`src/rtl/assert_macros.svh`:
```
// Assertion macros shared by the RTL.
`ifndef ASSERT_MACROS_SVH
`define ASSERT_MACROS_SVH

// Clocked assertion, disabled during reset.
`define ASSERT_CLK(label, clk, rst, prop, msg) \
  label: assert property (@(posedge clk) disable iff (rst) prop) else $error(msg);

// Clocked assertion that also holds during reset.
`define ASSERT_ALWAYS(label, clk, prop, msg) \
  label: assert property (@(posedge clk) prop) else $error(msg);

`endif

```
`src/rtl/cttbl_pkg.sv`:
```
// Types, codes and helpers for the connection tracking table.
package cttbl_pkg;

  localparam int ENTRIES   = 64;
  localparam int IDX_W     = $clog2(ENTRIES);
  localparam int CNT_W     = $clog2(ENTRIES + 1);
  localparam int OUT_CNT_W = 7;
  localparam int Q_DEPTH   = 2;
  localparam int Q_PTR_W   = $clog2(Q_DEPTH);
  localparam int Q_CNT_W   = $clog2(Q_DEPTH + 1);

  // Function selector
  localparam logic [1:0] FN_UPDATE = 2'd0;
  localparam logic [1:0] FN_QUERY  = 2'd1;
  localparam logic [1:0] FN_TICK   = 2'd2;
  localparam logic [1:0] FN_NOP    = 2'd3;

  // Flow states
  localparam logic [1:0] ST_NEW     = 2'd0;
  localparam logic [1:0] ST_EST     = 2'd1;
  localparam logic [1:0] ST_INVALID = 2'd3;

  // Outcomes
  localparam logic [2:0] OC_ORIG  = 3'd0;
  localparam logic [2:0] OC_REPLY = 3'd1;
  localparam logic [2:0] OC_MISS  = 3'd2;
  localparam logic [2:0] OC_FREE  = 3'd3;
  localparam logic [2:0] OC_EVICT = 3'd4;

  // Protocols
  localparam logic [7:0] P_TCP  = 8'd6;
  localparam logic [7:0] P_ICMP = 8'd1;

  // TCP flags that close a flow: FIN and RST
  localparam logic [7:0] FL_CLOSE = 8'h05;

  // Register indexes
  localparam logic [1:0] REG_TCP_EST   = 2'd0;
  localparam logic [1:0] REG_TCP_OTHER = 2'd1;
  localparam logic [1:0] REG_UDP       = 2'd2;
  localparam logic [1:0] REG_ICMP      = 2'd3;

  localparam logic [31:0] CNT_MAX = 32'hFFFF_FFFF;

  typedef struct packed {
    logic [1:0]  func;
    logic [31:0] now_sec;
    logic [31:0] source_addr;
    logic [31:0] dest_addr;
    logic [7:0]  proto_num;
    logic [15:0] source_port;
    logic [15:0] dest_port;
    logic [7:0]  tcp_flag_bits;
  } item_t;

  // Classified request handed from the front to the engine
  typedef struct packed {
    item_t item;
    logic  scan;
  } req_t;

  typedef struct packed {
    logic [31:0] src_addr;
    logic [31:0] dst_addr;
    logic [7:0]  proto;
    logic [15:0] sport;
    logic [15:0] dport;
    logic [1:0]  conn_state;
    logic [31:0] seen_sec;
    logic [31:0] orig_count;
    logic [31:0] reply_count;
  } entry_t;

  typedef struct packed {
    logic [2:0]           outcome;
    logic [1:0]           flow_state;
    logic [31:0]          orig_packets;
    logic [31:0]          reply_packets;
    logic [OUT_CNT_W-1:0] active_flows;
    logic [OUT_CNT_W-1:0] expired_flows;
  } result_t;

  typedef struct packed {
    logic             busy;
    logic [CNT_W-1:0] active;
  } status_t;

  function automatic logic [31:0] sat_inc(input logic [31:0] v);
    return (v == CNT_MAX) ? v : v + 32'd1;
  endfunction

endpackage

```
`src/rtl/cttbl_front.sv`:
```
// Input side: accepts words, classifies them and queues them for the engine.
module cttbl_front (
  input  logic             clk,
  input  logic             rst,
  input  logic             in_valid,
  output logic             in_ready,
  input  cttbl_pkg::item_t in_item,
  output logic             req_valid,
  input  logic             req_ready,
  output cttbl_pkg::req_t  req
);
  import cttbl_pkg::*;

  req_t               q [Q_DEPTH];
  logic [Q_PTR_W-1:0] wr_ptr;
  logic [Q_PTR_W-1:0] rd_ptr;
  logic [Q_CNT_W-1:0] count;
  logic               push;
  logic               pop;
  req_t               cls;

  assign in_ready  = (count != Q_CNT_W'(Q_DEPTH));
  assign req_valid = (count != '0);
  assign req       = q[rd_ptr];
  assign push      = in_valid && in_ready;
  assign pop       = req_valid && req_ready;

  // Classify: the unused selector needs no table walk
  always_comb begin
    cls.item = in_item;
    cls.scan = (in_item.func != FN_NOP);
  end

  // Queue storage
  always_ff @(posedge clk) begin
    if (push) begin
      q[wr_ptr] <= cls;
    end
  end

  // Queue pointers
  always_ff @(posedge clk) begin
    if (rst) begin
      wr_ptr <= '0;
      rd_ptr <= '0;
      count  <= '0;
    end else begin
      if (push) begin
        wr_ptr <= (wr_ptr == Q_PTR_W'(Q_DEPTH - 1)) ? '0 : wr_ptr + 1'b1;
      end
      if (pop) begin
        rd_ptr <= (rd_ptr == Q_PTR_W'(Q_DEPTH - 1)) ? '0 : rd_ptr + 1'b1;
      end
      case ({push, pop})
        2'b10:   count <= count + 1'b1;
        2'b01:   count <= count - 1'b1;
        default: count <= count;
      endcase
    end
  end

endmodule

```
`config.mk`:
```
export PLATFORM = sky130hd
export DESIGN_NAME = cttbl_front
export DESIGN_NICKNAME = d
export VERILOG_FILES = /design/src/rtl/assert_macros.svh /design/src/rtl/cttbl_pkg.sv /design/src/rtl/cttbl_front.sv
export SDC_FILE = /design/constraint.sdc
export NUM_CORES = 1
export LEC_CHECK = 0
export BUFFER_PORTS_ARGS = -buffer_cell sky130_fd_sc_hd__buf_2
export CORE_MARGIN = 2
export CORE_UTILIZATION = 45
export CTS_CLUSTER_SIZE = 20
export DETAILED_ROUTE_END_ITERATION = 10
export HOLD_SLACK_MARGIN = 0.02
export PLACE_DENSITY = 0.79
export SYNTH_ARGS = -nofsm -noshare
export SYNTH_HDL_FRONTEND = slang
export SYNTH_SLANG_ARGS = --single-unit
```
`constraint.sdc`:
```
create_clock -name clk -period 9.4 [get_ports clk]
set_input_delay 1.88 -clock clk [delete_from_list [all_inputs] [get_ports clk]]
set_output_delay 1.88 -clock clk [all_outputs]
set_load 0.02 [all_outputs]
```
==> results of run 1 <==
## area by class of cell
| cell class | count | share of cell area |
|---|---|---|
| inverter | 1 | 0.000650 |
| timing repair buffer | 302 | 0.113 |
| sequential | 299 | 0.663 |
| clock buffer | 40 | 0.0569 |
| antenna | 3 | 0.000557 |
| clock inverter | 6 | 0.00372 |
| tap | 319 | 0.0296 |
| multi-input combinational | 166 | 0.132 |
## report_power, final
part	leakage, nW	switching (mW)	internal [mW]
registers	2.79	0.0825	1.68
logic	1.78	0.626	0.421
clock network	0.395	0.431	0.587
## registers in the layout, indices dropped and copies added (netlist names), named ones only
register	count
q	294
count	2
rd_ptr	1
wr_ptr	1
## cell families (layout without fill, tap and decap cells)
kind of cell               count (synthesis)  in the layout  share of synthesized area
other                                      0              3                          0
AOI/OAI and AO/OA                          5              5                    0.00301
buffers and inverters                     17            349                     0.0108
and+or+nand+nor                           10             10                    0.00474
xor gates and xnor gates                   3              3                    0.00243
DFF                                      299            299                      0.825
muxes                                    147            147                      0.153
adders and majority gates                  1              1                    0.00116
## worst register-to-register path: cells and delay by family (launching register included)
family        cells  cell delay [ns]
buf+inv           2             1.38
simple gates      2             0.41
flops             1             0.41
## layout by cell type, fill, tap and decap left out, types with 3 or more instances in the layout
cell type,n
buf_2,298
buf_4,4
clkbuf_1,11
clkbuf_16,29
clkinv_1,4
dfxtp_1,4
diode_2,3
edfxtp_1,294
mux2_2,147
nor2_1,3
## worst max path at each step
stage | to | slack, ns | start | cells after the start
floorplan | q[1][0] | 3.57 | in_valid | 1
finish | req[91] | 4.41 | flop | 3
global placement | req[0] | 4.91 | flop | 3
detailed placement | req[0] | 4.89 | flop | 3
global route | req[91] | 4.21 | flop | 3
CTS | req[0] | 4.32 | flop | 3
## metal layers
layer	vias up	routed length, µm	part of all wire
li1	2541	-	-
met1	2712	7660	0.39
met2	231	9560	0.49
met3	53	1630	0.083
met4	0	790	0.040
met5	-	0	0
## through the flow
stage               utilization  std cells  setup WS [ns]  area, µm²
floorplan                     -        482           3.57      10800
global placement          0.537       1087           4.91      12600
detailed placement        0.537       1087           4.89      12600
CTS                       0.572       1133           4.32      13500
global route              0.572       1136           4.21      13500
finish                    0.572       1136           4.41      13500
==> results.cfg, run 1 <==
[global_route]
grt-busiest-layer = met2
grt_start_max_net_pins = 82
met3_usage = 0.0500
grt_pass1_vias = 5761
grt_usage = 0.149
antenna_found_initial = 3
grtUsageMet1 = 0.178
grt-ovfl-total = 0
grt_pass1_wl_mm = 30.1
use_met2 = 0.249

[placed_design]
dp_hpwl_mm = 12.7
place_congestion = 0.747
portBuffers = 298

[synthesis]
synth_top_area_cell = edfxtp_1
syn_area_per_cell_um2 = 22.5
synth_top_cells_by_area = edfxtp_1 (82%), mux2_2 (15%), dfxtp_1 (0.92%)
syn-instance-count = 482
ys_seq_area_frac = 0.825
yosysTopAreaCellShare = 0.816
ys_types = 20
yosysMostFrequentCell = edfxtp_1
syn_nets = 633
synthFlopType = edfxtp_1
ys_async_sr_fraction = 0
synth_edf_count = 294
yosys_warnings = 0
ys_ff_latch = 299
synthTopCellsByCount = edfxtp_1 (294), mux2_2 (147), buf_4 (13)
synth_area_um2 = 10800

[finish]
final_layout_size_suffix_gt1_frac = 0.596
multi_input_area_um2 = 1780
nNetsFinal = 950
regArea_um2 = 8930
fillers = 1827
area_delta_synth_final_pct = 24.5

[setup_path]
reg2reg_slack_ns = 6.69
path_cells = buf_4 -> mux2_2 -> buf_2
cp_max_fo = 81
critical-path-top-delay-family = buffers and inverters
rr_startpoint = count[0]
rr_worst_depth = 4
crit_type = reg -> out
slowest_stage = dfxtp_4
crit_path_start_kind = flop
worstPathArrival_ns = 3.11
reg2reg_to = q[0][68]
critical_path_buf_inv_count = 2
max_stage_delay_ns = 0.94
crit_required_ns = 7.52
crit_path_end_kind = primary output

[detailed_routing]
firstDrtPassIters = 4
route.vias.total = 5537
wl_mm = 19.6
ant_nets = 0
drcViolationCount = 0
wl_per_cell_um = 17.3
avgViaCountPerCell = 4.87
drt_iter0_drc = 349

[clock_network]
clkLatencyLatePin_ns = 0.53
holdBufCountCts = 0
cts-resized-gates = 0
cts_buffer_depth = 3
cts_htree_levels = 1
cts_tree = yes
clkSlewWorstSetupHoldPaths_ns = 0.06
clock-sinks = 299
post_cts_buffers = 0
root_buffer = clkbuf_16
cts_buffers = 29

[worst_hold_path]
hold_path_depth = 2
hp-start = rd_ptr
hp-class = reg -> reg
min_to = rd_ptr

[floorplan]
row_count = 56
die_area_um2 = 25300
io_pins = 299
die_h_um = 159
initial_utilization = 0.460
die_w_um = 159
core_um2 = 23500

[outcome]
status = complete, no violations

[job]
cap_violations = 0

[timing]
rsz0062_at_grt = no
setup_viol = 0
fin_skew_ns = 0.0113
finalMaxSlewViolations = 0
finalCritPeriodShare = 0.531
period_needed_ns = 4.99
setup_tns_ns = 0
fin_hold_ws_ns = 0.517
fmax_mhz = 200
hold_violations = 0
relSlewSlack = 0.284
tightest_slew_ns = 1.07

[pwr]
powerDensity_nw_per_um2 = 284
power_leakage_nw = 4.97
finalPower_mw = 3.83
peakVddDrop_uv = 182
Note: power is estimated with default switching activity, not from simulation.
==> inputs of run 2 (changes only) <==
Clock period 9.4 ns to 5.1 ns, I/O delays scaled along.
==> results.cfg, run 2 (synthesis gave the netlist of run 1 again) <==
[timing]
period_needed_ns = 3.49
setup_tns_ns = 0
fin_skew_ns = 0.00474
setup_viol = 0
relSlewSlack = 0.363
fmax_mhz = 286
rsz0062_at_grt = no
finalMaxSlewViolations = 0
tightest_slew_ns = 0.955
finalCritPeriodShare = 0.684
hold_violations = 0

[detailed_routing]
wl_per_cell_um = 17.7
drt_iter0_drc = 337
avgViaCountPerCell = 4.84
route.vias.total = 5535
wl_mm = 20.2
firstDrtPassIters = 4
drcViolationCount = 0
ant_nets = 0

[floorplan]
die_h_um = 159
initial_utilization = 0.460
die_w_um = 159
die_area_um2 = 25300
io_pins = 299
row_count = 56
core_um2 = 23500

[setup_path]
critical_path_buf_inv_count = 2
rr_worst_depth = 4
reg2reg_to = q[0][129]
crit_required_ns = 4.08
path_cells = buf_4 -> mux2_2 -> buf_2
worstPathArrival_ns = 2.47
crit_type = reg -> out
reg2reg_slack_ns = 2.78
critical-path-top-delay-family = flip-flops
crit_path_end_kind = primary output
crit_path_start_kind = flop
cp.depth = 3
slowest_stage = dfxtp_4
max_stage_delay_ns = 0.96
crit_end = req[117]
cp_max_fo = 68
rr_startpoint = count[0]

[finish]
mostFrequentLayoutCells = buf_2 (298), edfxtp_1 (294), mux2_2 (147)
top_register = q
final_common_cell = buf_2
nNetsFinal = 951
stdcell_area_um2 = 13700
fillers = 1796
area_delta_synth_final_pct = 26.4
top_regs = q: 294 flops, count: 2 flops
final_layout_size_suffix_gt1_frac = 0.603
largest_register_ffs = 294

[worst_hold_path]
hp-start = rd_ptr
hp-class = reg -> reg

[clock_network]
cts_tree = yes
cts-resized-gates = 0
clkSlewWorstSetupHoldPaths_ns = 0.06
holdBufCountCts = 0
clock-sinks = 299
clkLatencyLatePin_ns = 0.52
cts_buffers = 29
cts_buffer_depth = 3
cts_htree_levels = 1
post_cts_buffers = 0
root_buffer = clkbuf_16

[job]
cap_violations = 0

[global_route]
grt_usage = 0.154
antenna_found_initial = 2
grt_pass1_wl_mm = 31.1
grt_start_max_net_pins = 95
grt_pass1_vias = 5907
grt-ovfl-total = 0

[placed_design]
place_congestion = 0.779
dpl_cell_area_um2 = 12700
portBuffers = 298
dp_hpwl_mm = 13.1

[pwr]
power_leakage_nw = 5.07
powerDensity_nw_per_um2 = 539
peakVddDrop_uv = 397

[outcome]
status = complete, no violations
-- run 2: cell types whose count changed in the layout (fill, tap and decap cells not counted), moves of 2 or more --
cell / previous run / this run
clkinv_2: 1 / 4
buf_12: 0 / 3
bufinv_16: 1 / 6
buf_4: 4 / 2
clkbuf_1: 11 / 7
-- run 2: layer usage --
metal / wire (µm) / vias up / track usage
met3: 1530 / 56 / 0.0461
met4: 846 / 0 / 0.0599
met1: 7510 / 2687 / 0.174
met5: 0 / - / 0
li1: - / 2570 / -
met2: 10300 / 222 / 0.274
-- run 2: worst min path at each step --
stage / to / depth (start not counted) / slack (ns)
floorplan: count[1] / 2 / 0.47
global placement: flop / 2 / 0.49
finish: rd_ptr / 2 / 0.52
CTS: count[1] / 2 / 0.53
detailed placement: rd_ptr / 2 / 0.51
global route: count[1] / 2 / 0.55
-- run 2: final cells by class --
cell class | instances | area [µm²] | area share
well taps | 319 | 399 | 0.0292
repair buffers | 303 | 1570 | 0.114
flip-flops and latches | 299 | 8930 | 0.653
diodes | 2 | 5.00 | 0.000366
clock inverters | 17 | 235 | 0.0172
clock buffers | 36 | 752 | 0.0550
inverters | 1 | 8.76 | 0.000640
multi-input cells | 166 | 1780 | 0.130
-- run 2: power by group --
group          switching (mW)  internal (mW)
registers               0.160           3.10
logic                    1.15          0.792
clock network           0.835           1.35
total                    2.14           5.24
-- run 2: per-stage QoR --
| stage | power [mW] | std cells | utilization | hold slack (ns) | setup WS [ns] |
|---|---|---|---|---|---|
| 2_1_floorplan | 4.68 | 482 | - | 0.474 | 0.130 |
| 6_report | 7.38 | 1143 | 0.581 | 0.522 | 1.61 |
| 4_1_cts | 7.48 | 1141 | 0.581 | 0.525 | 1.49 |
| 3_3_place_gp | 5.24 | 1088 | 0.539 | 0.493 | 2.08 |
| 5_1_grt | 7.68 | 1143 | 0.581 | 0.551 | 1.44 |
| 3_5_place_dp | 5.28 | 1088 | 0.539 | 0.507 | 2.08 |
-- run 2: tightest hold or removal path: stages, from the launching register on --
cell and delay, ns:
dfxtp_1 0.32, xnor2_1 0.09, nor2_1 0.08
